$ cat src/rtl/tknn_pkg.sv
`timescale 1ns / 1ps

package tknn_pkg;

   // Sizing of the kept list and of the distance lanes.
   localparam int K_MAX     = 16;
   localparam int EMB_LANES = 4;

   localparam int ELEM_W = 16;
   localparam int ID_W   = 32;
   localparam int ABS_W  = ELEM_W;
   localparam int SQ_W   = 2 * ABS_W;
   localparam int DIST_W = SQ_W + ((EMB_LANES > 1) ? $clog2(EMB_LANES) : 0);

   localparam int KCNT_W = $clog2(K_MAX + 1);
   localparam int KIDX_W = (K_MAX > 1) ? $clog2(K_MAX) : 1;

   // Queue between the distance pipeline and the selector; depth is a power of two.
   localparam int QDEPTH = 8;
   localparam int QPTR_W = $clog2(QDEPTH);
   localparam int QCNT_W = $clog2(QDEPTH + 1);

   localparam int CSR_ADDR_W = 5;
   localparam int CSR_DATA_W = 32;
   localparam int CSR_IDX_W  = 3;

   // Register indexes; the byte address is four times the index.
   localparam logic [CSR_IDX_W-1:0] REG_K_USED   = 3'd0;
   localparam logic [CSR_IDX_W-1:0] REG_EMB_LEN  = 3'd1;
   localparam logic [CSR_IDX_W-1:0] REG_QUERY_0  = 3'd2;

   typedef struct packed {
      logic [KCNT_W-1:0]                 k_eff;
      logic [EMB_LANES-1:0]              lane_en;
      logic [EMB_LANES-1:0][ELEM_W-1:0]  query;
   } tknn_cfg_type;

   typedef struct packed {
      logic [ID_W-1:0]   id;
      logic [DIST_W-1:0] sqdist;
      logic              last;
   } tknn_cand_type;

endpackage

$ cat src/rtl/tknn_front.sv
`timescale 1ns / 1ps

module tknn_front (
   input  logic                                              clock,
   input  logic                                              reset,
   input  tknn_pkg::tknn_cfg_type                            cfg,
   input  logic                                              in_valid,
   output logic                                              in_ready,
   input  logic [tknn_pkg::ID_W-1:0]                         in_id,
   input  logic [tknn_pkg::EMB_LANES-1:0][tknn_pkg::ELEM_W-1:0] in_elem,
   input  logic                                              in_last,
   input  logic [tknn_pkg::QCNT_W-1:0]                       q_count,
   output logic                                              push,
   output tknn_pkg::tknn_cand_type                           push_data
);

   logic accept;

   logic                                                  v1_ff, v2_ff, v3_ff;
   logic [tknn_pkg::ID_W-1:0]                             id1_ff, id2_ff, id3_ff;
   logic                                                  last1_ff, last2_ff, last3_ff;
   logic [tknn_pkg::EMB_LANES-1:0][tknn_pkg::ABS_W-1:0]   absd1_ff, absd1_in;
   logic [tknn_pkg::EMB_LANES-1:0][tknn_pkg::SQ_W-1:0]    sq2_ff, sq2_in;
   logic [tknn_pkg::DIST_W-1:0]                           sum3_ff, sum3_in;
   logic [tknn_pkg::QCNT_W+1:0]                           committed;

   // Every item in the pipeline has a queue slot reserved, so the pipeline never stalls.
   assign committed = (tknn_pkg::QCNT_W+2)'(q_count) + (tknn_pkg::QCNT_W+2)'(v1_ff)
                    + (tknn_pkg::QCNT_W+2)'(v2_ff) + (tknn_pkg::QCNT_W+2)'(v3_ff);
   assign in_ready  = committed < (tknn_pkg::QCNT_W+2)'(tknn_pkg::QDEPTH);
   assign accept    = in_valid && in_ready;

   always_comb begin
      logic signed [tknn_pkg::ELEM_W:0] diff;
      for (int i = 0; i < tknn_pkg::EMB_LANES; i++) begin
         diff = $signed({in_elem[i][tknn_pkg::ELEM_W-1], in_elem[i]})
              - $signed({cfg.query[i][tknn_pkg::ELEM_W-1], cfg.query[i]});
         if (!cfg.lane_en[i]) begin
            absd1_in[i] = '0;
         end else if (diff[tknn_pkg::ELEM_W]) begin
            absd1_in[i] = tknn_pkg::ABS_W'(-diff);
         end else begin
            absd1_in[i] = diff[tknn_pkg::ABS_W-1:0];
         end
      end
   end

   always_comb begin
      for (int i = 0; i < tknn_pkg::EMB_LANES; i++) begin
         sq2_in[i] = tknn_pkg::SQ_W'(absd1_ff[i]) * tknn_pkg::SQ_W'(absd1_ff[i]);
      end
   end

   always_comb begin
      sum3_in = '0;
      for (int i = 0; i < tknn_pkg::EMB_LANES; i++) begin
         sum3_in = sum3_in + tknn_pkg::DIST_W'(sq2_ff[i]);
      end
   end

   always_ff @(posedge clock) begin
      if (reset) begin
         v1_ff <= 1'b0;
         v2_ff <= 1'b0;
         v3_ff <= 1'b0;
      end else begin
         v1_ff <= accept;
         v2_ff <= v1_ff;
         v3_ff <= v2_ff;
      end
   end

   always_ff @(posedge clock) begin
      id1_ff   <= in_id;
      last1_ff <= in_last;
      absd1_ff <= absd1_in;
      id2_ff   <= id1_ff;
      last2_ff <= last1_ff;
      sq2_ff   <= sq2_in;
      id3_ff   <= id2_ff;
      last3_ff <= last2_ff;
      sum3_ff  <= sum3_in;
   end

   assign push             = v3_ff;
   assign push_data.id     = id3_ff;
   assign push_data.sqdist = sum3_ff;
   assign push_data.last   = last3_ff;

endmodule

$ cat config.mk
export PLATFORM = sky130hd
export DESIGN_NAME = tknn_front
export DESIGN_NICKNAME = d
export VERILOG_FILES = /design/src/rtl/tknn_pkg.sv /design/src/rtl/tknn_front.sv
export SDC_FILE = /design/constraint.sdc
export NUM_CORES = 2
export LEC_CHECK = 0
export ABC_AREA = 1
export BUFFER_PORTS_ARGS = -buffer_cell sky130_fd_sc_hd__buf_2
export CAP_MARGIN = 20
export CORE_MARGIN = 2
export CORE_UTILIZATION = 69
export DETAILED_ROUTE_END_ITERATION = 12
export GPL_ROUTABILITY_DRIVEN = 0
export MAX_ROUTING_LAYER = met4
export PLACE_DENSITY_LB_ADDON = 0.08
export SLEW_MARGIN = 20
export SYNTH_ARGS = -nofsm -noshare
export SYNTH_HDL_FRONTEND = slang
export SYNTH_SLANG_ARGS = --single-unit
$ cat constraint.sdc
create_clock -name clock -period 9.4 [get_ports clock]
set_clock_uncertainty 0.2 [all_clocks]
set_input_delay 0.47 -clock clock [delete_from_list [all_inputs] [get_ports clock]]
set_output_delay 0.47 -clock clock [all_outputs]
set_load 0.1 [all_outputs]
==> results.py <==
metrics = {
    "floorplanning": {
        "core_area_sq_mm": 0.0642,
        "initial_core_util_pct": 69.7,
        "die_area_sq_mm": 0.0669,
        "fp.dieW_um": 259,
        "io_pins": 246,
        "fp-row-count": 93,
        "die_h_um": 259,
    },
    "global_route": {
        "grt_pass1_vias": 35700,
        "grt_pass1_wl_mm": 167,
        "grt_start_max_net_pins": 20,
        "track_usage_pct": 31.5,
        "grt_overflow": 0,
        "antenna_found_initial": 6,
    },
    "cts": {
        "clk_pin_slew_ns": 0.06,
        "clkSinkCount": 324,
        "htree_levels": 2,
        "clock_latency_ns": 0.58,
        "post_cts_buffers": 0,
        "cts_tree": "yes",
        "cts-root-buf": "clkbuf_16",
        "clockBufferDepth": 3,
        "cts-buffers-inserted": 38,
    },
    "critical_path": {
        "r2r_setup_slack_ns": 2.83,
        "r2r_end": "sq2_ff[63]$_DFF_P_",
        "critPathLaunch": "absd1_ff[22]$_SDFF_PN0_",
        "cpPeakStageDelay_ns": 0.89,
        "r2r_start": "absd1_ff[22]$_SDFF_PN0_",
        "crit_family": "adder cells",
        "endpoint": "sq2_ff[63]$_DFF_P_",
        "cp.required_ns": 9.57,
        "cpMostUsedCell": "fa_1",
        "crit_buf_inv": 5,
        "crit_chain": "nand2_1, fa_1, inv_1, fa_1, inv_1, fa_1, inv_1, fa_1, fa_1, inv_1, fa_1, inv_1, ha_1, a21oi_1, o211ai_1, nand2_1, nand3_1, a31oi_1, xor2_1",
        "critPathArrivalTime_ns": 6.74,
        "slowest_stage": "dfxtp_1",
        "cp_max_fo": 16,
        "worstSetupPathDepth": 19,
        "reg2reg_depth": 19,
        "critPathKind": "reg2reg",
        "startpoint_type": "flip-flop",
        "crit_path_end_kind": "flip-flop",
    },
    "sta": {
        "grt_setup_unrepaired": "false",
        "period_share_pct": 69.9,
        "finalSetupViolCount": 0,
        "worst_slew_margin_rel_pct": 39.4,
        "period_minus_slack_ns": 6.57,
        "fmax_ghz": 0.152,
        "tns_ns": 0,
        "tightest_slew_ns": 0.908,
        "finalHoldViolations": 0,
        "slew_violations": 0,
    },
    "status": {
        "status": "complete, no violations",
    },
    "synth": {
        "syn_inst": 5582,
        "synth_top_cell_area_share_pct": 32.0,
        "async_flop_share_pct": 0,
        "synth_top_cell_by_area": "fa_1",
        "ys.flop_type": "dfxtp_1",
        "yosys-top-cells-area": "fa_1, dfxtp_1, ha_1",
        "avgSynthCellArea_sq_um": 8.02,
        "yosysUniqueCellTypes": 50,
        "synth_area_sq_mm": 0.0448,
        "synth_commonest_cells": "inv_1, nand2_1, fa_1, ha_1, dfxtp_1",
        "yosysMostFrequentCell": "inv_1",
        "synth_edf_count": 0,
        "synth-seq-area-share_pct": 14.5,
        "ys_warn_count": 0,
        "synth-seq-cells": 324,
    },
    "detailed_routing": {
        "routed.top_layer": "met4",
        "met2_length_mm": 46.0,
        "wl_met3_mm": 6.99,
        "drt_iter0_markers": 2002,
        "drc": 0,
        "vias_per_cell": 5.24,
        "dr.pass1.iters": 5,
        "wl_met1_mm": 41.3,
        "ant_nets": 0,
        "wire_per_inst_um": 14.6,
        "drt-total-wl_mm": 97.4,
        "vias": 34900,
    },
    "cells_and_area": {
        "finalNetCount": 7165,
        "syn2layout_area_growth_pct": 7.43,
        "drive_gt1_share_pct": 6.56,
    },
    "placed_design": {
        "port_buffers": 240,
        "hpwlAfterDp_mm": 80.9,
    },
    "worst_hold_path": {
        "hold_class": "in2reg",
    },
    "job": {
        "drv_cap": 0,
    },
}
-- cell usage in the layout (no fill, tap or decap), types with 5 or more instances in the layout --
cell type      synthesis  layout
o21a_1                 7       7
dfxtp_1              324     324
clkbuf_16              0      38
xnor2_1               65      65
clkinv_2               0       9
a21oi_1              264     264
nor2_1               278     278
and2_1                 6       6
nand2_1             1147    1147
a31o_2                 5       5
a31oi_1               15      15
dlygate4sd3_1          0      35
nor2_2                10      10
nand2_2               28      28
inv_1               1481    1481
diode_2                0       5
o21ai_1               24      24
ha_1                 506     506
o21ai_0              116     116
fa_1                 715     715
nand4_1               39      39
nand3_1              151     151
nor4_1                 5       5
xor2_1               115     115
buf_2                  3     240
o21ai_2                6       6
or2_2                 10      10
a211oi_1               8       8
a21o_1                17      17
o211ai_1               9       9
nor3_1                31      31
inv_6                  0       6
nand3b_1              14      14
o21bai_1              23      23
nand3_2                7       7
-- per-stage QoR --
stage | std cells | utilization (%) | area, sq um | hold WS [ns] | worst slack [ns]
after floorplan | 5583 | - | 44800 | 0.110 | 3.70
after global placement | 6547 | 72.4 | 46500 | 0.110 | 3.07
after detailed placement | 6547 | 72.4 | 46500 | 0.112 | 2.99
after CTS | 6649 | 74.8 | 48100 | 0.0379 | 2.95
after global routing | 6654 | 74.8 | 48100 | 0.0607 | 2.56
final | 6654 | 74.8 | 48100 | 0.0599 | 2.83
-- worst reg2reg max path: cells and delay by family, from the launching register on --
kind                       cells  cell delay [ns]
and+or+nand+nor                3             0.44
buffers and inverters          5             0.25
AOI/OAI and AO/OA              3             0.65
DFF                            1             0.89
xor gates and xnor gates       1             0.55
adders and majority gates      7             3.38
-- timing repair --
action                    CTS  global route
hold endpoints to repair   36             0
gates resized for setup     0             0
hold buffers               35             0
-- area by class of cell --
type,count,area [sq um]
diodes,5,12.5
clock buffers,46,1020
clock inverters,21,200
fillers,5039,16200
inverters,1484,5570
multi-input cells,3644,32200
flip-flops and latches,324,6490
well taps,855,1070
repair buffers,275,1550
-- routing by layer --
metal  track usage (%)  vias to the layer above
met4              9.73                        0
met1              40.7                    16700
met2              50.4                      948
li1                  -                    17000
met5                 -                        -
met3              6.31                      202
-- flip-flops by register name, indices dropped and copies added, names as in the netlist, 32 cells and up --
signal	count
sq2_ff	124
id1_ff	32
absd1_ff	64
sum3_ff	34
id3_ff	32
id2_ff	32
-- kinds of logic after synthesis --
group	synth area share [%]
AND/OR/NAND/NOR	15.9
buffers and inverters	13.6
adder cells (fa/ha/maj)	46.1
AO/OA/AOI/OAI	6.25
flip-flops	14.5
XOR/XNOR	3.60
other	0.0168
-- worst min-delay path by stage --
stage                      start                      end  cells past startpoint
3_5_place_dp   id1_ff[4]$_DFF_P_        id2_ff[4]$_DFF_P_                      0
2_1_floorplan  id1_ff[0]$_DFF_P_        id2_ff[0]$_DFF_P_                      0
3_3_place_gp   id2_ff[3]$_DFF_P_        id3_ff[3]$_DFF_P_                      0
6_report                  cfg[0]   absd1_ff[0]$_SDFF_PN0_                      3
5_1_grt                  cfg[64]  absd1_ff[15]$_SDFF_PN0_                      3
4_1_cts                  cfg[64]  absd1_ff[14]$_SDFF_PN0_                      3
Power is left out: the tool's default activity adds up to more than one toggle a clock period on the data nets, which glitch-free logic cannot reach.
