File: src/rtl/tknn_pkg.sv
`timescale 1ns / 1ps

package tknn_pkg;

   // Sizing of the kept list and of the distance lanes.
   localparam int K_MAX     = 16;
   localparam int EMB_LANES = 4;

   localparam int ELEM_W = 16;
   localparam int ID_W   = 32;
   localparam int ABS_W  = ELEM_W;
   localparam int SQ_W   = 2 * ABS_W;
   localparam int DIST_W = SQ_W + ((EMB_LANES > 1) ? $clog2(EMB_LANES) : 0);

   localparam int KCNT_W = $clog2(K_MAX + 1);
   localparam int KIDX_W = (K_MAX > 1) ? $clog2(K_MAX) : 1;

   // Queue between the distance pipeline and the selector; depth is a power of two.
   localparam int QDEPTH = 8;
   localparam int QPTR_W = $clog2(QDEPTH);
   localparam int QCNT_W = $clog2(QDEPTH + 1);

   localparam int CSR_ADDR_W = 5;
   localparam int CSR_DATA_W = 32;
   localparam int CSR_IDX_W  = 3;

   // Register indexes; the byte address is four times the index.
   localparam logic [CSR_IDX_W-1:0] REG_K_USED   = 3'd0;
   localparam logic [CSR_IDX_W-1:0] REG_EMB_LEN  = 3'd1;
   localparam logic [CSR_IDX_W-1:0] REG_QUERY_0  = 3'd2;

   typedef struct packed {
      logic [KCNT_W-1:0]                 k_eff;
      logic [EMB_LANES-1:0]              lane_en;
      logic [EMB_LANES-1:0][ELEM_W-1:0]  query;
   } tknn_cfg_type;

   typedef struct packed {
      logic [ID_W-1:0]   id;
      logic [DIST_W-1:0] sqdist;
      logic              last;
   } tknn_cand_type;

endpackage

File: src/rtl/tknn_csr.sv
`timescale 1ns / 1ps

module tknn_csr (
   input  logic                                  clock,
   input  logic                                  reset,
   input  logic                                  psel,
   input  logic                                  penable,
   input  logic                                  pwrite,
   input  logic [tknn_pkg::CSR_ADDR_W-1:0]       paddr,
   input  logic [tknn_pkg::CSR_DATA_W-1:0]       pwdata,
   output logic [tknn_pkg::CSR_DATA_W-1:0]       prdata,
   output logic                                  pready,
   output tknn_pkg::tknn_cfg_type                cfg
);

   logic [4:0] k_used_ff, k_used_in;
   logic [2:0] emb_len_ff, emb_len_in;
   logic [tknn_pkg::EMB_LANES-1:0][tknn_pkg::ELEM_W-1:0] query_ff, query_in;
   logic                                wr;
   logic [tknn_pkg::CSR_IDX_W-1:0]      reg_idx;

   assign wr      = psel && penable && pwrite;
   assign reg_idx = paddr[tknn_pkg::CSR_IDX_W+1:2];
   assign pready  = 1'b1;

   always_comb begin
      k_used_in  = k_used_ff;
      emb_len_in = emb_len_ff;
      query_in   = query_ff;
      if (wr) begin
         if (reg_idx == tknn_pkg::REG_K_USED) begin
            k_used_in = pwdata[4:0];
         end
         if (reg_idx == tknn_pkg::REG_EMB_LEN) begin
            emb_len_in = pwdata[2:0];
         end
         for (int i = 0; i < tknn_pkg::EMB_LANES; i++) begin
            if (reg_idx == tknn_pkg::CSR_IDX_W'(tknn_pkg::REG_QUERY_0 + i)) begin
               query_in[i] = pwdata[tknn_pkg::ELEM_W-1:0];
            end
         end
      end
   end

   always_ff @(posedge clock) begin
      if (reset) begin
         k_used_ff  <= 5'(tknn_pkg::K_MAX);
         emb_len_ff <= 3'(tknn_pkg::EMB_LANES);
         query_ff   <= '0;
      end else begin
         k_used_ff  <= k_used_in;
         emb_len_ff <= emb_len_in;
         query_ff   <= query_in;
      end
   end

   always_comb begin
      prdata = '0;
      if (reg_idx == tknn_pkg::REG_K_USED) begin
         prdata = tknn_pkg::CSR_DATA_W'(k_used_ff);
      end
      if (reg_idx == tknn_pkg::REG_EMB_LEN) begin
         prdata = tknn_pkg::CSR_DATA_W'(emb_len_ff);
      end
      for (int i = 0; i < tknn_pkg::EMB_LANES; i++) begin
         if (reg_idx == tknn_pkg::CSR_IDX_W'(tknn_pkg::REG_QUERY_0 + i)) begin
            prdata = tknn_pkg::CSR_DATA_W'(query_ff[i]);
         end
      end
   end

   // Out-of-range settings are clamped here so that the datapath sees legal values only.
   always_comb begin
      if (k_used_ff == '0) begin
         cfg.k_eff = tknn_pkg::KCNT_W'(1);
      end else if (int'(k_used_ff) > tknn_pkg::K_MAX) begin
         cfg.k_eff = tknn_pkg::KCNT_W'(tknn_pkg::K_MAX);
      end else begin
         cfg.k_eff = tknn_pkg::KCNT_W'(k_used_ff);
      end
      for (int i = 0; i < tknn_pkg::EMB_LANES; i++) begin
         cfg.lane_en[i] = (i == 0) || (int'(emb_len_ff) > i);
      end
      cfg.query = query_ff;
   end

endmodule

File: config.mk
export PLATFORM = sky130hd
export DESIGN_NAME = tknn_csr
export DESIGN_NICKNAME = d
export VERILOG_FILES = /design/src/rtl/tknn_pkg.sv /design/src/rtl/tknn_csr.sv
export SDC_FILE = /design/constraint.sdc
export NUM_CORES = 1
export LEC_CHECK = 0
export BUFFER_PORTS_ARGS = -buffer_cell sky130_fd_sc_hd__buf_2
export CORE_MARGIN = 8
export CORE_UTILIZATION = 49
export CTS_CLUSTER_DIAMETER = 60
export DETAILED_ROUTE_END_ITERATION = 8
export GPL_TIMING_DRIVEN = 0
export MAX_ROUTING_LAYER = met4
export PLACE_DENSITY = 0.81
export SYNTH_ARGS = -nofsm -noshare
export SYNTH_HDL_FRONTEND = slang
export SYNTH_SLANG_ARGS = --single-unit
File: constraint.sdc
create_clock -name clock -period 1.51 [get_ports clock]
set_input_delay 0.151 -clock clock [delete_from_list [all_inputs] [get_ports clock]]
set_output_delay 0.151 -clock clock [all_outputs]
set_load 0.01 [all_outputs]
==> summary by stage <==
Clock tree
The clock latency on the worst-skew pair is 0.35 ns. The buffer depth of the longest clock path is 2. The number of sinks handled by clock tree synthesis is 72. Clock tree synthesis inserted a total of 9 buffers. The H-tree generated during clock tree synthesis spans 3 levels. CTS placed an instance of sky130_fd_sc_hd__clkbuf_8 at the clock tree root. The CTS tree is done. The clock slew at the register clock pins of the worst setup and hold paths is 0.08 ns.

Timing
Setup repair after global routing could not meet its margin everywhere. The setup slack of the critical path after layout is -0.0781 ns. The count of final hold-check violations came to 0. For the final routed database, the setup TNS stands at -0.0781 ns. The final worst clock skew is 0 ns. The max-slew violation count is 0. Counting I/O delays and the setup requirement, the final critical path takes 1.59 ns. Based on the critical path, the design can be clocked at up to 630 MHz. The worst hold margin is 0.0763 ns. Setup violations remaining at the end of the flow were counted as 1. Headroom to the max-slew limit came out at 58.3%. The worst path uses 105% of the clock period. At the pin with the least slew margin, the transition time is 0.623 ns.

Routing
In the final routed layout, each cell accounts on average for 18.1 um. The detailed-route DRC error count is 0. The aggregate routed wire length is 11000 um. The routed layout has 3123 vias. The length of the first detailed-routing pass in iterations is 4.

The met2 wire length is 5360 um. The total met3 wirelength after detailed routing is 938 um. The detailed-route wire length on metal 1 is 4540 um.

After detailed routing, the number of vias per cell comes to 5.14. The DRC marker count from the first detailed-route iteration is 127. The detailed router used layers up to and including met4. The post-route antenna net violation count is 0.

Run
Max-cap violations in this run came to 0.

Hold path
In this run the most critical hold path is launched from pwdata[4]. Counting instances, the worst hold path has a depth of 3. In this run the worst hold path is classified as primary input to register.

The path with the worst hold slack has its endpoint at k_used_ff[4].

Worst setup path
The worst setup slack for register-to-register paths is 0.80 ns. The launch point of the worst reg-to-reg path is cfg[34]. The classification of the worst setup path is register to output pin.

The nature of the critical path endpoint is an output pin. In this run the critical register-to-register path is captured at cfg[34]. The worst-path maximum fanout is 2. The critical path launch point is k_used_ff[1]. The signal on the critical path passes through mux2_2, o22a_1, o211a_1, buf_2.

The worst-path cell with the longest stage delay is sky130_fd_sc_hd__dfxtp_2. STA classifies the critical path startpoint as a register. In this design, the stage delay of the slowest critical-path cell is 0.32 ns. At the worst endpoint, the arrival time is 1.44 ns. The worst endpoint required time is 1.36 ns. The cell depth of the worst flop-to-flop path is 3.

Floorplan
The region available for standard cell placement spans 7290 sq um. Measured along the y axis, the die boundary spans 103 um. The die boundary width is 103 um. The die covers 10600 sq um. In this run the core area contains 31 standard-cell rows.

For this configuration, the core starts out at a cell density of 50.8%. In this run the count of I/O pins placed on the die edge is 148.

Synthesis
In the synthesized netlist the async set-or-reset flop fraction comes to 0%. For this run, the register share of the synthesized area comes to 38.9%. By area the synthesized netlist is led by sky130_fd_sc_hd__dfxtp_1, sky130_fd_sc_hd__mux2i_1, sky130_fd_sc_hd__nand2b_1.

The synthesized design contains 0 enable-type register cells. During synthesis, Yosys emitted a total of 0 warnings. The share of the synthesized area in the top cell type is 38.9%. In this run, synthesis produced a sequential element count of 72.

sky130_fd_sc_hd__dfxtp_1 takes more of the synthesized area than any other cell. The combined area of all synthesized cells is 3700 sq um. The cell count after synthesis is 365. The count of cell types in the netlist is 28. After synthesis, the mean cell area works out to 10.2 sq um. The most used flip-flop cell after synthesis is sky130_fd_sc_hd__dfxtp_1.

Layout
Of the cells placed in the final design, the portion with a size suffix greater than 1 is 34.8%. After routing the design area is 4740 sq um. Fill cells in the final layout number 626. The signed area change from the synthesized netlist to the final layout is 27.9%. The number of nets in the final layout is 546. The final core utilization is 65.0%. 0 antenna diodes ended up in the layout.

Placed design
The final HPWL from detailed placement is 8000 um. In this run the cell area measured after placement is 4430 sq um. At the end of routability-driven placement, the weighted congestion stood at 0.803.

Buffers placed on the I/O ports in this run total 108.

Run status
The run finished, with violations left. The final reports fail on setup timing.

Global route
The via count of the first global-routing pass is 3097. The initial antenna violation count is 0. Global routing finished with a remaining overflow of 0.

Global routing used 21.0% of the available tracks. Entering global routing, the biggest net connects 13 pins. The wire length of the first global-routing pass is 16300 um.

Power
The worst ir drop on vdd is 0.787 mV. The total power density per cell area is 858 nW/um^2. Summed over all cells, the static leakage comes to 2.51 nW.
==> cells in the mapped netlist, types with 3 or more instances <==
| library cell | count |
|---|---|
| sky130_fd_sc_hd__mux2i_1 | 106 |
| sky130_fd_sc_hd__nand2b_1 | 91 |
| sky130_fd_sc_hd__dfxtp_1 | 72 |
| sky130_fd_sc_hd__buf_4 | 23 |
| sky130_fd_sc_hd__clkbuf_1 | 16 |
| sky130_fd_sc_hd__o22ai_1 | 13 |
| sky130_fd_sc_hd__nor2_1 | 8 |
| sky130_fd_sc_hd__buf_6 | 5 |
| sky130_fd_sc_hd__o21a_1 | 4 |
| sky130_fd_sc_hd__nor2b_1 | 3 |
==> power breakdown <==
part | internal (mW) | total (mW) | switching (mW)
Clock | 1.02 | 1.74 | 0.722
Combinational | 0.182 | 0.407 | 0.224
Sequential | 1.91 | 1.92 | 0.0120
Total | 3.11 | 4.07 | 0.958
==> timing repair <==
item,4_1_cts,5_1_grt
endpoints found under the setup margin,12,16
cloned,0,0
buffers inserted,2,2
gates resized for setup,12,7
pin swaps,1,0
hold buffers,0,0
==> worst max-delay path, delay by kind of cell (launching register included) <==
kind                   cells  cell delay (ns)
DFF                        1             0.32
buffers and inverters      1             0.14
AOI/OAI and AO/OA          2             0.37
muxes                      1             0.26
==> placed cells by master, fill, tap and decap left out, types with 2 or more instances in the layout <==
| master | synthesis | final |
|---|---|---|
| sky130_fd_sc_hd__buf_2 | 2 | 110 |
| sky130_fd_sc_hd__mux2i_1 | 106 | 105 |
| sky130_fd_sc_hd__nand2b_1 | 91 | 91 |
| sky130_fd_sc_hd__dfxtp_1 | 72 | 65 |
| sky130_fd_sc_hd__buf_4 | 23 | 23 |
| sky130_fd_sc_hd__conb_1 | 2 | 18 |
| sky130_fd_sc_hd__clkbuf_1 | 16 | 14 |
| sky130_fd_sc_hd__o22ai_1 | 13 | 13 |
| sky130_fd_sc_hd__clkbuf_8 | 0 | 11 |
| sky130_fd_sc_hd__buf_6 | 5 | 8 |
| sky130_fd_sc_hd__nor2_1 | 8 | 8 |
| sky130_fd_sc_hd__dfxtp_2 | 0 | 6 |
| sky130_fd_sc_hd__o21a_1 | 4 | 4 |
| sky130_fd_sc_hd__nor2b_1 | 3 | 3 |
| sky130_fd_sc_hd__clkbuf_2 | 0 | 2 |
| sky130_fd_sc_hd__nand3_1 | 2 | 2 |
| sky130_fd_sc_hd__a221oi_2 | 0 | 2 |
| sky130_fd_sc_hd__nand2_1 | 2 | 2 |
| sky130_fd_sc_hd__nor3_1 | 2 | 2 |
| sky130_fd_sc_hd__bufinv_16 | 0 | 2 |
| sky130_fd_sc_hd__clkinv_2 | 0 | 2 |
==> sequential cells by signal (all words and copies together) (netlist names) <==
name and flops:
cfg 64, k_used_ff 5, emb_len_ff 3
==> logic make-up after synthesis <==
family	count (synthesis)	synth area share, %
AOI/OAI and AO/OA	23	4.32
and+or+nand+nor	115	19.6
DFF	72	38.9
buffers and inverters	46	8.07
other	2	0.203
muxes	107	28.9
==> how the worst max path moves through the flow <==
stage                end  slack, ns  cells past startpoint
6_report       prdata[1]      -0.08                      4
5_1_grt        prdata[1]      -0.11                      4
4_1_cts        prdata[1]      -0.07                      4
3_5_place_dp   prdata[4]      -0.07                      7
3_3_place_gp   prdata[3]      -0.02                      7
2_1_floorplan  prdata[0]       0.20                      5
==> per-stage QoR <==
| step | power (mW) | setup WS [ns] | cells |
|---|---|---|---|
| final | 4.07 | -0.0781 | 608 |
| after global routing | 4.19 | -0.108 | 608 |
| after global placement | 2.35 | -0.0205 | 588 |
| after CTS | 4.07 | -0.0747 | 606 |
| after floorplan | 2.23 | 0.201 | 381 |
| after detailed placement | 2.36 | -0.0663 | 588 |
==> layout make-up <==
| cell class | count | area, sq um | share of cell area (%) |
|---|---|---|---|
| timing repair buffer | 112 | 571 | 12.0 |
| clock buffer | 11 | 151 | 3.20 |
| sequential | 72 | 1450 | 30.7 |
| tap | 99 | 124 | 2.61 |
| clock inverter | 5 | 78.8 | 1.66 |
| buffer | 46 | 320 | 6.76 |
| multi-input combinational | 263 | 2040 | 43.1 |
==> layer usage <==
metal	track usage, %	vias up
met4	8.01	0
met3	4.32	17
li1	-	1483
met1	24.0	1494
met5	-	-
met2	35.4	129
(Power assumes the default switching activity.)
