$ cat src/rtl/tknn_pkg.sv
`timescale 1ns / 1ps

package tknn_pkg;

   // Sizing of the kept list and of the distance lanes.
   localparam int K_MAX     = 16;
   localparam int EMB_LANES = 4;

   localparam int ELEM_W = 16;
   localparam int ID_W   = 32;
   localparam int ABS_W  = ELEM_W;
   localparam int SQ_W   = 2 * ABS_W;
   localparam int DIST_W = SQ_W + ((EMB_LANES > 1) ? $clog2(EMB_LANES) : 0);

   localparam int KCNT_W = $clog2(K_MAX + 1);
   localparam int KIDX_W = (K_MAX > 1) ? $clog2(K_MAX) : 1;

   // Queue between the distance pipeline and the selector; depth is a power of two.
   localparam int QDEPTH = 8;
   localparam int QPTR_W = $clog2(QDEPTH);
   localparam int QCNT_W = $clog2(QDEPTH + 1);

   localparam int CSR_ADDR_W = 5;
   localparam int CSR_DATA_W = 32;
   localparam int CSR_IDX_W  = 3;

   // Register indexes; the byte address is four times the index.
   localparam logic [CSR_IDX_W-1:0] REG_K_USED   = 3'd0;
   localparam logic [CSR_IDX_W-1:0] REG_EMB_LEN  = 3'd1;
   localparam logic [CSR_IDX_W-1:0] REG_QUERY_0  = 3'd2;

   typedef struct packed {
      logic [KCNT_W-1:0]                 k_eff;
      logic [EMB_LANES-1:0]              lane_en;
      logic [EMB_LANES-1:0][ELEM_W-1:0]  query;
   } tknn_cfg_type;

   typedef struct packed {
      logic [ID_W-1:0]   id;
      logic [DIST_W-1:0] sqdist;
      logic              last;
   } tknn_cand_type;

endpackage

$ cat src/rtl/tknn_select.sv
`timescale 1ns / 1ps

module tknn_select (
   input  logic                              clock,
   input  logic                              reset,
   input  tknn_pkg::tknn_cfg_type            cfg,
   input  logic                              head_valid,
   input  tknn_pkg::tknn_cand_type           head_data,
   output logic                              pop,
   output logic                              out_valid,
   input  logic                              out_ready,
   output logic [tknn_pkg::ID_W-1:0]         out_id,
   output logic [tknn_pkg::DIST_W-1:0]       out_dist,
   output logic                              out_last
);

   // Kept list, nearest first, one entry per cell.
   logic [tknn_pkg::DIST_W-1:0] kd_ff  [tknn_pkg::K_MAX];
   logic [tknn_pkg::DIST_W-1:0] kd_in  [tknn_pkg::K_MAX];
   logic [tknn_pkg::ID_W-1:0]   kid_ff [tknn_pkg::K_MAX];
   logic [tknn_pkg::ID_W-1:0]   kid_in [tknn_pkg::K_MAX];
   logic [tknn_pkg::DIST_W-1:0] ins_kd  [tknn_pkg::K_MAX];
   logic [tknn_pkg::ID_W-1:0]   ins_kid [tknn_pkg::K_MAX];
   logic [tknn_pkg::KCNT_W-1:0] kcount_ff, kcount_in;

   // Snapshot of a finished set, read out while the next set fills the list.
   logic [tknn_pkg::DIST_W-1:0] dd_ff  [tknn_pkg::K_MAX];
   logic [tknn_pkg::ID_W-1:0]   did_ff [tknn_pkg::K_MAX];
   logic [tknn_pkg::KCNT_W-1:0] drain_cnt_ff, drain_cnt_in;

   logic                        rsp_valid_ff, rsp_valid_in;
   logic [tknn_pkg::ID_W-1:0]   rsp_id_ff;
   logic [tknn_pkg::DIST_W-1:0] rsp_dist_ff;
   logic                        rsp_last_ff;

   logic [tknn_pkg::K_MAX-1:0]  le;
   logic [tknn_pkg::KCNT_W-1:0] n_cur, cnt_ins;
   logic [tknn_pkg::KIDX_W-1:0] k_last_idx, drain_idx;
   logic                        drop, drain_busy, load_out, set_end;

   assign drain_busy = drain_cnt_ff != '0;
   assign pop        = head_valid && !(head_data.last && drain_busy);
   assign set_end    = pop && head_data.last;
   assign load_out   = drain_busy && (!rsp_valid_ff || out_ready);
   assign k_last_idx = tknn_pkg::KIDX_W'(cfg.k_eff - tknn_pkg::KCNT_W'(1));
   assign drain_idx  = tknn_pkg::KIDX_W'(drain_cnt_ff - tknn_pkg::KCNT_W'(1));

   // Every cell compares at once; the entries at or below the new distance stay, the
   // first one above takes the candidate, and the rest move one place down.
   always_comb begin
      n_cur = (kcount_ff > cfg.k_eff) ? cfg.k_eff : kcount_ff;
      for (int i = 0; i < tknn_pkg::K_MAX; i++) begin
         le[i] = (tknn_pkg::KCNT_W'(i) < n_cur) && (kd_ff[i] <= head_data.sqdist);
      end
      drop = le[k_last_idx];
      if (le[0]) begin
         ins_kd[0]  = kd_ff[0];
         ins_kid[0] = kid_ff[0];
      end else begin
         ins_kd[0]  = head_data.sqdist;
         ins_kid[0] = head_data.id;
      end
      for (int i = 1; i < tknn_pkg::K_MAX; i++) begin
         if (le[i]) begin
            ins_kd[i]  = kd_ff[i];
            ins_kid[i] = kid_ff[i];
         end else if (le[i-1]) begin
            ins_kd[i]  = head_data.sqdist;
            ins_kid[i] = head_data.id;
         end else begin
            ins_kd[i]  = kd_ff[i-1];
            ins_kid[i] = kid_ff[i-1];
         end
      end
      if (drop || !(n_cur < cfg.k_eff)) begin
         cnt_ins = n_cur;
      end else begin
         cnt_ins = n_cur + 1'b1;
      end
   end

   always_comb begin
      for (int i = 0; i < tknn_pkg::K_MAX; i++) begin
         kd_in[i]  = pop ? ins_kd[i] : kd_ff[i];
         kid_in[i] = pop ? ins_kid[i] : kid_ff[i];
      end
      kcount_in = kcount_ff;
      if (set_end) begin
         kcount_in = '0;
      end else if (pop) begin
         kcount_in = cnt_ins;
      end
      drain_cnt_in = drain_cnt_ff;
      if (set_end) begin
         drain_cnt_in = cnt_ins;
      end else if (load_out) begin
         drain_cnt_in = drain_cnt_ff - 1'b1;
      end
      rsp_valid_in = rsp_valid_ff;
      if (load_out) begin
         rsp_valid_in = 1'b1;
      end else if (out_ready) begin
         rsp_valid_in = 1'b0;
      end
   end

   always_ff @(posedge clock) begin
      if (reset) begin
         kcount_ff    <= '0;
         drain_cnt_ff <= '0;
         rsp_valid_ff <= 1'b0;
      end else begin
         kcount_ff    <= kcount_in;
         drain_cnt_ff <= drain_cnt_in;
         rsp_valid_ff <= rsp_valid_in;
      end
   end

   always_ff @(posedge clock) begin
      kd_ff  <= kd_in;
      kid_ff <= kid_in;
      if (set_end) begin
         dd_ff  <= ins_kd;
         did_ff <= ins_kid;
      end
      if (load_out) begin
         rsp_id_ff   <= did_ff[drain_idx];
         rsp_dist_ff <= dd_ff[drain_idx];
         rsp_last_ff <= drain_cnt_ff == tknn_pkg::KCNT_W'(1);
      end
   end

   assign out_valid = rsp_valid_ff;
   assign out_id    = rsp_id_ff;
   assign out_dist  = rsp_dist_ff;
   assign out_last  = rsp_last_ff;

   a_set_end_hands_off : assert property (@(posedge clock) disable iff (reset)
      set_end |=> drain_cnt_ff != '0 && kcount_ff == '0)
      else $error("finished set was not handed to the drain");

   a_final_marked_last : assert property (@(posedge clock) disable iff (reset)
      load_out && drain_cnt_ff == tknn_pkg::KCNT_W'(1) |=> rsp_valid_ff && rsp_last_ff)
      else $error("closest entry of a set went out without the last mark");

   a_insert_counts : assert property (@(posedge clock) disable iff (reset)
      pop && !head_data.last && !drop |=> kcount_ff != '0)
      else $error("inserted candidate left an empty list");

endmodule

$ cat config.mk
export PLATFORM = sky130hd
export DESIGN_NAME = tknn_select
export DESIGN_NICKNAME = d
export VERILOG_FILES = /design/src/rtl/tknn_pkg.sv /design/src/rtl/tknn_select.sv
export SDC_FILE = /design/constraint.sdc
export NUM_CORES = 2
export LEC_CHECK = 0
export ABC_AREA = 0
export BUFFER_PORTS_ARGS = -buffer_cell sky130_fd_sc_hd__buf_2
export CAP_MARGIN = 20
export CORE_MARGIN = 2
export CORE_UTILIZATION = 45
export DETAILED_ROUTE_END_ITERATION = 6
export PLACE_DENSITY = 0.62
export SYNTH_ARGS = -nofsm -noshare
export SYNTH_HDL_FRONTEND = slang
export SYNTH_SLANG_ARGS = --single-unit
$ cat constraint.sdc
create_clock -name clock -period 66.7 [get_ports clock]
set_clock_uncertainty 0.05 [all_clocks]
set_input_delay 3.335 -clock clock [delete_from_list [all_inputs] [get_ports clock]]
set_output_delay 3.335 -clock clock [all_outputs]
set_load 0.01 [all_outputs]
==> summary.md <==
| Metric | Value |
|---|---|
| CTS Buffer Depth | 3 |
| Area growth, synth to finish | 11.15% |
| Clk Tree Root Cell | clkbuf_16 |
| Post-synth EDFFs | approximately 2200 |
| Reg2reg end | did_ff[239] |
| Die width | around 500 um |
| Critical Path Most Common Cell | buf_4 |
| R2R Setup Slk | between 60000 and 70000 ps |
| Worst-Skew Late Latency | between 800 and 900 ps |
| Synth area leader | edfxtp_1 |
| Syn Inst Count | around 8100 |
| Final Critical Period | 9138 ps |
| List of most frequent post-synthesis cells | edfxtp_1 (2179), a21oi_1 (1096), nor2_1 (965) |
| Synthesized Nets | approximately 8800 |
| Core Box Area | 237200 um2 |
| Pin count of the biggest net entering global routing | approximately 180 |
| Slew Limit Fails | 0 |
| Critical Path Start | head_data[32] |
| Worst Setup EP | did_ff[239] |
| Yosys warnings | 0 |
| Nature of the critical path endpoint | register |
| Post_cts resized | 0 |
| R2R cell count | 11 |
| Starting Density | between 40% and 50% |
| Per-cell routed wire length | 25.45 um |
| Max cap viols | 0 |
| Final period util | between 10% and 20% |
| Number of library cell types mapped by synthesis | 75 |
| Worst Path Required | around 67000 ps |
| Peak VDD IR | between 50 and 60 uV |
| TritonCTS Buffers | 230 |
| Antenna Violating Nets Remaining | 0 |
| Run status | completed |
| Overflow after GRT | 0 |
| Final setup vio count | 0 |
| Initial DRC count | 7130 |
| Post-Syn Area | 107100 um2 |
| First-pass GRT wire length | 433100 um |
| TritonCTS clock tree | yes |
| Sequential share of the synthesized area | 61.32% |
| CP startpoint kind | input port |
| Final Total Pwr | 0.004765 W |
| Leak | between 40 and 50 nW |
| Worst-margin pin slew | ~1200 ps |
| Crit-path cells | buf_2 > inv_1 > buf_4 > ha_1 > nand4_1 > nor3_2 > nand4_1 > a21oi_1 > o21ai_0 > nand3_4 > buf_4 > buf_4 > mux2i_1 > a21oi_1 |
| CTS Hold Bufs | 0 |
| Die Ht | 491.8 um |
| Via/cell ratio | a little under 6 |
| Area share of the largest cell type after synthesis | about three fifths |
| Synth Area per Inst | around 13 um2 |
| CTS Sinks | about 2200 |
| WP data arrival | about 9600 ps |
| Unrepaired setup endpoints after global routing | no |
| Worst R2R Start | kd_ff[302] |
| Max frequency | around 110 MHz |
| Pre-antenna DRT Iters | 6 |
| Initial antenna violation count | 42 |
| PortBufs | 144 |
| Rows | about 180 |
| Max incr delay on CP | approximately 950 ps |
| WS Path Type | input port to register |
| Synth area leaders | edfxtp_1 (61%), mux4_2 (6.9%), mux2i_1 (6.5%), ha_1 (6.5%), a21oi_1 (5.1%) |
| Number of global-route vias before repair | 66050 |
| CP max FO | 66 |
| Count leader, synth | edfxtp_1 |
| Layout cells sized above 1 | about 13% |
| Synth Flop Type | edfxtp_1 |
| IO Count | 213 |
| Vias | roughly 68000 |
| Routability congestion estimate | just under 0.9 |
| Setup bufs post-CTS | 0 |
| Dpl hpwl | approximately 180000 um |
| H-tree depth | 4 |
| Hold Vio Cnt, Final | 0 |
| Full die area | between 200000 and 250000 um2 |
| Post-route setup TNS | 0 ps |
| Pwr Density | ~40 nW/um2 |
| Slowest cell on the critical path | nor3_2 |
| #FFs+latches synth | 2190 |
| Worst min path class | register to register |
| Slew HR | 21.73% |
| NumNets Final | 8755 |
| DRT Wirelength | 290900 um |
| Synth async-reset ratio | 0% |
| Clk slew on worst S/H paths | about 60 ps |
| Residual DRC | 0 |
| GRT Total Usage | about a quarter |
| Filler instances | just over 20000 |
## through the flow
| stage | hold slack, ps | area [um2] | utilization [%] | worst slack, ps | cells |
|---|---|---|---|---|---|
| 4_1_cts | 453.7 | 118900 | 50.14 | 57660 | 11410 |
| 2_1_floorplan | 406.9 | 107100 | - | 12150 | 8062 |
| 6_report | 453.6 | 119000 | 50.18 | 57560 | 11430 |
| 5_1_grt | 505.6 | 119000 | 50.17 | 57370 | 11420 |
| 3_5_place_dp | 444.9 | 111200 | 46.88 | 56730 | 10990 |
| 3_3_place_gp | 439.6 | 111200 | 46.87 | 56610 | 10980 |
## worst min-delay path by stage
stage / slack, ps / endpoint / start / depth (start not counted)
2_1_floorplan: 410 / kcount_ff[4] / kcount_ff[4] / 2
3_3_place_gp: 440 / kcount_ff[4] / kcount_ff[4] / 2
3_5_place_dp: 440 / kcount_ff[4] / kcount_ff[4] / 2
4_1_cts: 450 / kcount_ff[4] / kcount_ff[4] / 2
5_1_grt: 510 / did_ff[1] / kid_ff[1] / 2
6_report: 450 / kcount_ff[4] / kcount_ff[4] / 2
## layout make-up
cell class	instances	area, um2	area share, %
Sequential cell	2190	65660	55.17
Multi-Input combinational cell	5267	39330	33.04
Clock buffer	256	5874	4.936
Tap cell	3167	3963	3.330
Timing Repair Buffer	277	1962	1.649
Clock inverter	172	1854	1.558
Inverter	88	337.8	0.2839
Antenna cell	14	35.03	0.02944
## registers in the layout, indices dropped and copies added, names as in the netlist, 5 cells and up
signal,flops
out_dist,34
drain_cnt_ff,5
did_ff,512
dd_ff,544
kd_ff,544
out_id,32
kid_ff,512
kcount_ff,5
## layer usage
metal / routed length, um / GRT usage, % / part of all wire, %
met2: 133800 / 36.77 / 46
met3: 21180 / 3.866 / 7.3
met5: 203 / 0 / 0.070
met1: 126900 / 34.06 / 44
met4: 8820 / 7.538 / 3.0
## logic make-up (layout without fill, tap and decap cells)
kind of cell | count (synthesis) | in the layout | share of synthesized area [%]
buffers and inverters | 605 | 793 | 2.160
AND/OR/NAND/NOR | 1826 | 1826 | 7.043
other | 0 | 14 | 0
flip-flops | 2190 | 2190 | 61.32
AO/OA/AOI/OAI | 1815 | 1815 | 9.094
adder cells (fa/ha/maj) | 557 | 557 | 6.509
XOR/XNOR | 9 | 9 | 0.07362
multiplexers | 1060 | 1060 | 13.80
## worst max-delay path: cells and delay by family
family / cells / cell delay [ps]
buf+inv: 5 / 2190
mux: 1 / 270
simple gates: 4 / 2500
fa+ha+maj: 1 / 350
compound gates: 3 / 840
## layout by cell type (no fill, tap or decap), types with 10 or more instances in the layout
| cell type | instances |
|---|---|
| mux4_2 | 330 |
| nor4_1 | 14 |
| nor2_1 | 965 |
| nor2b_1 | 14 |
| a21o_1 | 60 |
| buf_4 | 112 |
| clkbuf_1 | 25 |
| a21oi_1 | 1094 |
| ha_1 | 556 |
| mux2i_1 | 697 |
| clkinv_1 | 47 |
| nand3_1 | 57 |
| o211ai_1 | 23 |
| buf_12 | 18 |
| nand2_1 | 558 |
| nor3_1 | 35 |
| buf_2 | 145 |
| a211oi_1 | 37 |
| diode_2 | 14 |
| mux2_2 | 33 |
| clkinv_2 | 50 |
| clkinvlp_4 | 24 |
| o21ai_0 | 500 |
| dfxtp_1 | 10 |
| edfxtp_1 | 2179 |
| clkbuf_16 | 231 |
| and4_1 | 11 |
| inv_1 | 87 |
| nand4_1 | 110 |
| nand2b_1 | 13 |
| bufinv_16 | 33 |
## report_power, final
group	internal [W]	switching, W	total, W
Combinational	0.000522	0.000806	0.00133
Sequential	0.00196	0.000152	0.00211
Clock	0.000762	0.000562	0.00132
Total	0.00325	0.00152	0.00477
Power figures use the tool's default switching activity.
