===== config.mk =====
export PLATFORM = sky130hd
export DESIGN_NAME = tknn_queue
export DESIGN_NICKNAME = d
export VERILOG_FILES = /design/src/rtl/tknn_pkg.sv /design/src/rtl/tknn_queue.sv
export SDC_FILE = /design/constraint.sdc
export NUM_CORES = 1
export LEC_CHECK = 0
export BUFFER_PORTS_ARGS = -buffer_cell sky130_fd_sc_hd__buf_2
export CORE_ASPECT_RATIO = 0.7
export CORE_MARGIN = 2
export CORE_UTILIZATION = 41
export DETAILED_ROUTE_END_ITERATION = 8
export GPL_TIMING_DRIVEN = 1
export PLACE_DENSITY = 0.6
export SKIP_LAST_GASP = 1
export SYNTH_ARGS = -nofsm -noshare
export SYNTH_HDL_FRONTEND = slang
export SYNTH_SLANG_ARGS = --single-unit

===== constraint.sdc =====
create_clock -name clock -period 9.1 [get_ports clock]
set_input_delay 2.275 -clock clock [delete_from_list [all_inputs] [get_ports clock]]
set_output_delay 2.275 -clock clock [all_outputs]
set_load 0.005 [all_outputs]

===== src/rtl/tknn_pkg.sv =====
`timescale 1ns / 1ps

package tknn_pkg;

   // Sizing of the kept list and of the distance lanes.
   localparam int K_MAX     = 16;
   localparam int EMB_LANES = 4;

   localparam int ELEM_W = 16;
   localparam int ID_W   = 32;
   localparam int ABS_W  = ELEM_W;
   localparam int SQ_W   = 2 * ABS_W;
   localparam int DIST_W = SQ_W + ((EMB_LANES > 1) ? $clog2(EMB_LANES) : 0);

   localparam int KCNT_W = $clog2(K_MAX + 1);
   localparam int KIDX_W = (K_MAX > 1) ? $clog2(K_MAX) : 1;

   // Queue between the distance pipeline and the selector; depth is a power of two.
   localparam int QDEPTH = 8;
   localparam int QPTR_W = $clog2(QDEPTH);
   localparam int QCNT_W = $clog2(QDEPTH + 1);

   localparam int CSR_ADDR_W = 5;
   localparam int CSR_DATA_W = 32;
   localparam int CSR_IDX_W  = 3;

   // Register indexes; the byte address is four times the index.
   localparam logic [CSR_IDX_W-1:0] REG_K_USED   = 3'd0;
   localparam logic [CSR_IDX_W-1:0] REG_EMB_LEN  = 3'd1;
   localparam logic [CSR_IDX_W-1:0] REG_QUERY_0  = 3'd2;

   typedef struct packed {
      logic [KCNT_W-1:0]                 k_eff;
      logic [EMB_LANES-1:0]              lane_en;
      logic [EMB_LANES-1:0][ELEM_W-1:0]  query;
   } tknn_cfg_type;

   typedef struct packed {
      logic [ID_W-1:0]   id;
      logic [DIST_W-1:0] sqdist;
      logic              last;
   } tknn_cand_type;

endpackage


===== src/rtl/tknn_queue.sv =====
`timescale 1ns / 1ps

module tknn_queue (
   input  logic                              clock,
   input  logic                              reset,
   input  logic                              push,
   input  tknn_pkg::tknn_cand_type           push_data,
   input  logic                              pop,
   output logic                              head_valid,
   output tknn_pkg::tknn_cand_type           head_data,
   output logic [tknn_pkg::QCNT_W-1:0]       count
);

   tknn_pkg::tknn_cand_type           mem_ff [tknn_pkg::QDEPTH];
   logic [tknn_pkg::QPTR_W-1:0]       wptr_ff, wptr_in, rptr_ff, rptr_in;
   logic [tknn_pkg::QCNT_W-1:0]       count_ff, count_in;

   always_comb begin
      wptr_in  = push ? wptr_ff + 1'b1 : wptr_ff;
      rptr_in  = pop ? rptr_ff + 1'b1 : rptr_ff;
      count_in = count_ff;
      if (push && !pop) begin
         count_in = count_ff + 1'b1;
      end else if (pop && !push) begin
         count_in = count_ff - 1'b1;
      end
   end

   always_ff @(posedge clock) begin
      if (reset) begin
         wptr_ff  <= '0;
         rptr_ff  <= '0;
         count_ff <= '0;
      end else begin
         wptr_ff  <= wptr_in;
         rptr_ff  <= rptr_in;
         count_ff <= count_in;
      end
   end

   always_ff @(posedge clock) begin
      if (push) begin
         mem_ff[wptr_ff] <= push_data;
      end
   end

   assign head_valid = count_ff != '0;
   assign head_data  = mem_ff[rptr_ff];
   assign count      = count_ff;

   a_no_overflow : assert property (@(posedge clock) disable iff (reset)
      push |-> count_ff < tknn_pkg::QCNT_W'(tknn_pkg::QDEPTH))
      else $error("queue written while full");

   a_no_underflow : assert property (@(posedge clock) disable iff (reset)
      pop |-> count_ff != '0)
      else $error("queue read while empty");

   a_count_step : assert property (@(posedge clock) disable iff (reset)
      push && !pop |=> count_ff == $past(count_ff) + 1'b1)
      else $error("queue count did not follow a write");

endmodule


==> results of run 1 <==
==> power by group through the flow <==
stage | Clock, W | Sequential (W) | Combinational (W)
6_report | 0.00201 | 0.00288 | 0.000441
5_1_grt | 0.00216 | 0.00289 | 0.000483
4_1_cts | 0.00207 | 0.00289 | 0.000455
3_5_place_dp | 0 | 0.00294 | 0.000454
3_3_place_gp | 0 | 0.00294 | 0.000449
2_1_floorplan | 0 | 0.00292 | 0.000312
==> per-stage QoR <==
stage	setup slack [ns]	hold WS, ns
final	3.439	0.5249
after global routing	3.163	0.5574
after floorplan	1.604	0.4847
after CTS	3.292	0.5330
after global placement	3.950	0.5099
after detailed placement	3.918	0.5105
==> cell usage after synthesis, drive strengths merged <==
cell | number | share of area
a211oi | 1 | 0.00036
a21oi | 2 | 0.00048
a31oi | 1 | 0.00030
buf | 27 | 0.012
clkbuf | 12 | 0.0023
dfxtp | 13 | 0.012
edfxtp | 536 | 0.76
fa | 1 | 0.00095
ha | 5 | 0.0030
inv | 2 | 0.00036
mux2 | 68 | 0.047
mux2i | 3 | 0.0014
mux4 | 134 | 0.15
nand2 | 4 | 0.00071
nand2b | 3 | 0.00089
nand3 | 1 | 0.00024
nor2 | 19 | 0.0034
nor2b | 1 | 0.00030
nor3 | 2 | 0.00048
or4 | 1 | 0.00036
xnor2 | 3 | 0.0012
xor2 | 3 | 0.0012
==> kinds of logic after synthesis <==
group / after synthesis / share of synthesized area
mux: 205 / 0.1949
simple gates: 31 / 0.006360
flops: 549 / 0.7770
fa+ha+maj: 6 / 0.003923
buf+inv: 41 / 0.01421
xor+xnor: 6 / 0.002497
compound gates: 4 / 0.001130
==> final timing paths <==
check | end | slack [ns] | start
min reg2reg | rptr_ff[2] | 0.52 | rptr_ff[2]
max reg2reg | mem_ff[7][19] | 6.80 | wptr_ff[0]
min | rptr_ff[2] | 0.52 | rptr_ff[2]
max | head_data[47] | 3.44 | register
==> worst max-delay path: cells and delay by family, from the launching register on <==
kind | cells | cell delay, ns
multiplexers | 2 | 0.70
buffers and inverters | 2 | 1.06
flip-flops | 1 | 0.95
==> flip-flops by register name (all words and copies together), names as in the netlist, named ones only <==
name,flops
mem_ff,536
count,4
rptr_ff,3
wptr_ff,3
==> per-layer routing <==
metal | wire length, um | global-route usage | up-vias
met1 | 18160 | 0.2176 | 4846
met2 | 19370 | 0.2431 | 178
met4 | 702 | 0.03443 | 2
li1 | - | - | 3961
met3 | 1885 | 0.03091 | 60
met5 | 11 | 0 | -
==> area by class of cell <==
| class | count | area [sq um] |
|---|---|---|
| diodes | 4 | 10.01 |
| clock buffers | 63 | 1321 |
| clock inverters | 28 | 224.0 |
| fillers | 4137 | 26670 |
| inverters | 2 | 7.507 |
| multi-input cells | 252 | 4451 |
| flip-flops and latches | 549 | 16370 |
| well taps | 674 | 843.3 |
| repair buffers | 163 | 868.3 |
==> run_results.csv, run 1 <==
group,metric,value,unit
timing,slew_headroom,0.2666,
power_and_ir_drop,pwr-share-clk,0.376,
worst_setup_path,critPathMaxFanout,72,
routing,drt-vias-per-instance,5.214,
power_and_ir_drop,total_power,0.005330,W
timing,finalCritPeriodShare,0.6221,
place,dp_hpwl,20980,um
routing,dr_total_vias,9047,
clock_network,cts_tree,"done",
logic_synthesis,synth_cell_type_count,29,
worst_setup_path,max_stage_delay,0.95,ns
logic_synthesis,synthesis.area,0.02105,sq mm
power_and_ir_drop,p_int,0.004220,W
layout,fin_cells,1735,
grt,grt_pass1_vias,9510,
routing,dr.first_iter.drc_count,763,
power_and_ir_drop,sequentialPowerShare,0.541,
timing,drv_slew,0,
routing,wl_per_cell,23.13,um
worst_setup_path,path_class,"register to output port",
clock_network,clkLatencyLatePin,0.56,ns
layout,area_growth,14.45,%
power_and_ir_drop,p_switching,0.001110,W
routing,firstDrtPassIters,5,
power_and_ir_drop,pwr-share-comb,0.083,
floorplanning,dieWidth,274.8,um
place,placed_area,0.02254,sq mm
worst_setup_path,cp_data_required_time,6.83,ns
layout,fin_nets,1095,
logic_synthesis,avgSynthCellArea,25.00,sq um
place,dp.cells,1640,
power_and_ir_drop,p_leak,7.795,nW
floorplanning,die_area,0.05320,sq mm
clock_network,htreeDepth,2,
worst_setup_path,crit_arrival,3.39,ns
grt,grt_max_degree,73,
power_and_ir_drop,p_sw_frac,0.2083,
routing,drc,0,
timing,timing.fmax,176.6,MHz
place,port_buffers,142,
floorplanning,io_pins,143,
clock_network,post_cts_buffers,0,
layout,final_cell_mix,"edfxtp_1, buf_2, mux4_2, mux2_4, clkbuf_16",
clock_network,clk_pin_slew,0.06,ns
routing,drtAntennaViolNets,0,
grt,antenna_found_initial,4,
clock_network,ctsLongestPathBuffers,3,
clock_network,cts_hold_buf,0,
grt,overflow,0,
logic_synthesis,syn-instance-count,842,
clock_network,cts_buffers,50,
floorplanning,start_util,0.4147,
worst_setup_path,path_cells,"buf_4, mux4_2, mux2_4, buf_2",
timing,min_period,5.661,ns
clock_network,root_buffer,"clkbuf_16",
worst_setup_path,r2r_cells,4,
layout,layout-drive-gt1-share,0.3983,
layout,layout_commonest_cell,"edfxtp_1",
layout,design_area,0.02409,sq mm
routing,drt-total-wl,40130,um
floorplanning,placementRows,69,
logic_synthesis,ys_ff_latch,549,
timing,worst_pin_slew,1.100,ns
timing,final-hold-violation-count,0,
worst_hold_path,hold_class,"register to register",
worst_setup_path,end_kind,"output port",
grt,grt_pass1_wl,60570,um
worst_setup_path,cp_slowest_cell,"dfxtp_4",
floorplanning,die_y,193.6,um
power_and_ir_drop,powerDensity,221.2,mW/mm^2
logic_synthesis,yosys_warnings,0,
power_and_ir_drop,ir_worst_vdd,0.1447,mV
floorplanning,core_area,0.05076,sq mm
clock_network,cts_resized,0,
status,status,"finished clean",
logic_synthesis,synthesis.nets,919,
job,drv_cap,0,
timing,rsz0062_at_grt,"false",
clock_network,cts_sinks,549,
worst_hold_path,worstHoldPathCells,2,
timing,fin_skew,0.008232,ns
grt,grtUsageTotal,0.1523,
worst_setup_path,worstSetupStartpointType,"register",
timing,finalSetupViolations,0,
place,place_congestion,0.7042,
logic_synthesis,yosysSeqAreaShare,0.7770,
timing,timing.setup.tns,0,ns
layout,final_util,0.4746,
(Power assumes the default switching activity.)
==> inputs of run 2 (changes only) <==
Settings changed: PLACE_DENSITY 0.6 to 0.62.
Clock period 9.1 ns to 4.9 ns, I/O delays scaled along.
==> run 2 against run 1 <==
Effect of this change:
- sequential cell count is the same
- die area unchanged
- clock skew is 0.018 ns higher
==> run_results.csv, run 2 (synthesis results as in run 1) <==
group,metric,value,unit
status,status,"finished clean",
routing,firstDrtPassIters,5,
worst_setup_path,cp_data_required_time,3.67,ns
job,drv_cap,0,
power_and_ir_drop,powerDensity,412.6,mW/mm^2
place,port_buffers,142,
timing,finalWorstSetupSlack,1.071,ns
clock_network,htreeDepth,2,
place,place_congestion,0.7208,
grt,antenna_found_initial,7,
layout,area_growth,15.12,%
routing,dr.first_iter.drc_count,671,
floorplanning,die_area,0.05320,sq mm
worst_setup_path,worstSetupStartpointType,"register",
layout,design_area,0.02423,sq mm
routing,drt-total-wl,40100,um
grt,grt_max_degree,122,
clock_network,cts_tree,"done",
place,pre_cts_ws,1.643,ns
place,dp_hpwl,20350,um
floorplanning,core_area,0.05076,sq mm
clock_network,cts_hold_buf,0,
grt,grtUsageTotal,0.1501,
layout,final_cell_mix,"edfxtp_1, buf_2, mux4_2, mux2_4, clkbuf_16",
worst_setup_path,critPathMaxFanout,121,
timing,fin_skew,0.02669,ns
worst_setup_path,path_class,"register to output port",
routing,drtAntennaViolNets,0,
clock_network,post_cts_buffers,0,
layout,largest_reg_flops,536,
timing,rsz0062_at_grt,"false",
floorplanning,placementRows,69,
worst_setup_path,crit_arrival,2.60,ns
timing,timing.setup.tns,0,ns
clock_network,clk_pin_slew,0.06,ns
timing,holdWs,0.5285,ns
floorplanning,dieWidth,274.8,um
routing,drc,0,
power_and_ir_drop,total_power,0.009998,W
layout,layout_commonest_cell,"edfxtp_1",
grt,grt_pass1_vias,9383,
floorplanning,die_y,193.6,um
routing,dr_total_vias,8996,
clock_network,cts_buffers,53,
timing,final-hold-violation-count,0,
clock_network,root_buffer,"clkbuf_16",
layout,fin_nets,1093,
clock_network,cts_sinks,549,
power_and_ir_drop,ir_worst_vdd,0.3056,mV
routing,drt-vias-per-instance,5.191,
place,placed_area,0.02261,sq mm
layout,layout-drive-gt1-share,0.3951,
worst_hold_path,hold_class,"register to register",
worst_setup_path,end_kind,"output port",
layout,fillCellCount,4136,
timing,finalCritPeriodShare,0.7815,
layout,multiInputGateArea,0.004463,sq mm
timing,timing.fmax,261.1,MHz
grt,overflow,0,
routing,wl_per_cell,23.14,um
floorplanning,io_pins,143,
clock_network,clkLatencyLatePin,0.58,ns
timing,drv_slew,0,
floorplanning,start_util,0.4147,
timing,worst_pin_slew,0.8221,ns
layout,seqCellArea,0.01637,sq mm
timing,finalSetupViolations,0,
clock_network,cts_resized,0,
power_and_ir_drop,p_leak,7.818,nW
grt,grt_pass1_wl,59630,um
timing,min_period,3.829,ns
clock_network,ctsLongestPathBuffers,3,
layout,largest_register,"mem_ff",
timing,slew_headroom,0.4520,
## run 2: cell types whose count changed in the layout (fill, tap and decap cells not counted), moves of 5 or more
cell,previous run,this run
clkinv_1,16,11
buf_4,21,8
buf_12,0,8
clkbuf_1,12,21
## run 2: final cells by class
cell class              count  area share
diodes                      1   0.0001033
clock buffers              78     0.06072
clock inverters            19    0.006041
inverters                   2   0.0003098
well taps                 674     0.03480
multi-input cells         252      0.1842
repair buffers            158     0.03842
flip-flops and latches    549      0.6754
## run 2: routing by layer
layer | global-route usage | vias up | wire [um]
met2 | 0.2373 | 189 | 19200
met3 | 0.03252 | 67 | 2024
li1 | - | 3966 | -
met5 | 0 | - | 69
met4 | 0.03363 | 10 | 668
met1 | 0.2155 | 4764 | 18140
## run 2: final timing paths
kind,startpoint,to,slack (ns),cells after the start
worst max-delay path,register,head_data[53],1.07,4
worst min-delay path,rptr_ff[1],register,0.53,2
worst max register to register,wptr_ff[1],mem_ff[6][45],2.75,3
worst min register to register,rptr_ff[1],register,0.53,2
## run 2: power breakdown
| group | leakage, nW | internal, W | switching, W | total (W) |
|---|---|---|---|---|
| Sequential | 4.98 | 0.00528 | 0.0000436 | 0.00533 |
| Clock | 0.784 | 0.00218 | 0.00163 | 0.00381 |
| Combinational | 2.06 | 0.000453 | 0.000409 | 0.000861 |
| Total | 7.82 | 0.00791 | 0.00209 | 0.0100 |
## run 2: critical path, stage by stage (launching register included)
cell and delay [ns]:
dfxtp_4 0.49, buf_12 0.59, mux4_2 0.43, mux2_4 0.29, buf_2 0.13
## run 2: through the flow
stage                 util  instances
floorplan                -        842
global placement    0.4454       1635
detailed placement  0.4454       1635
CTS                 0.4773       1732
global route        0.4773       1733
finish              0.4773       1733
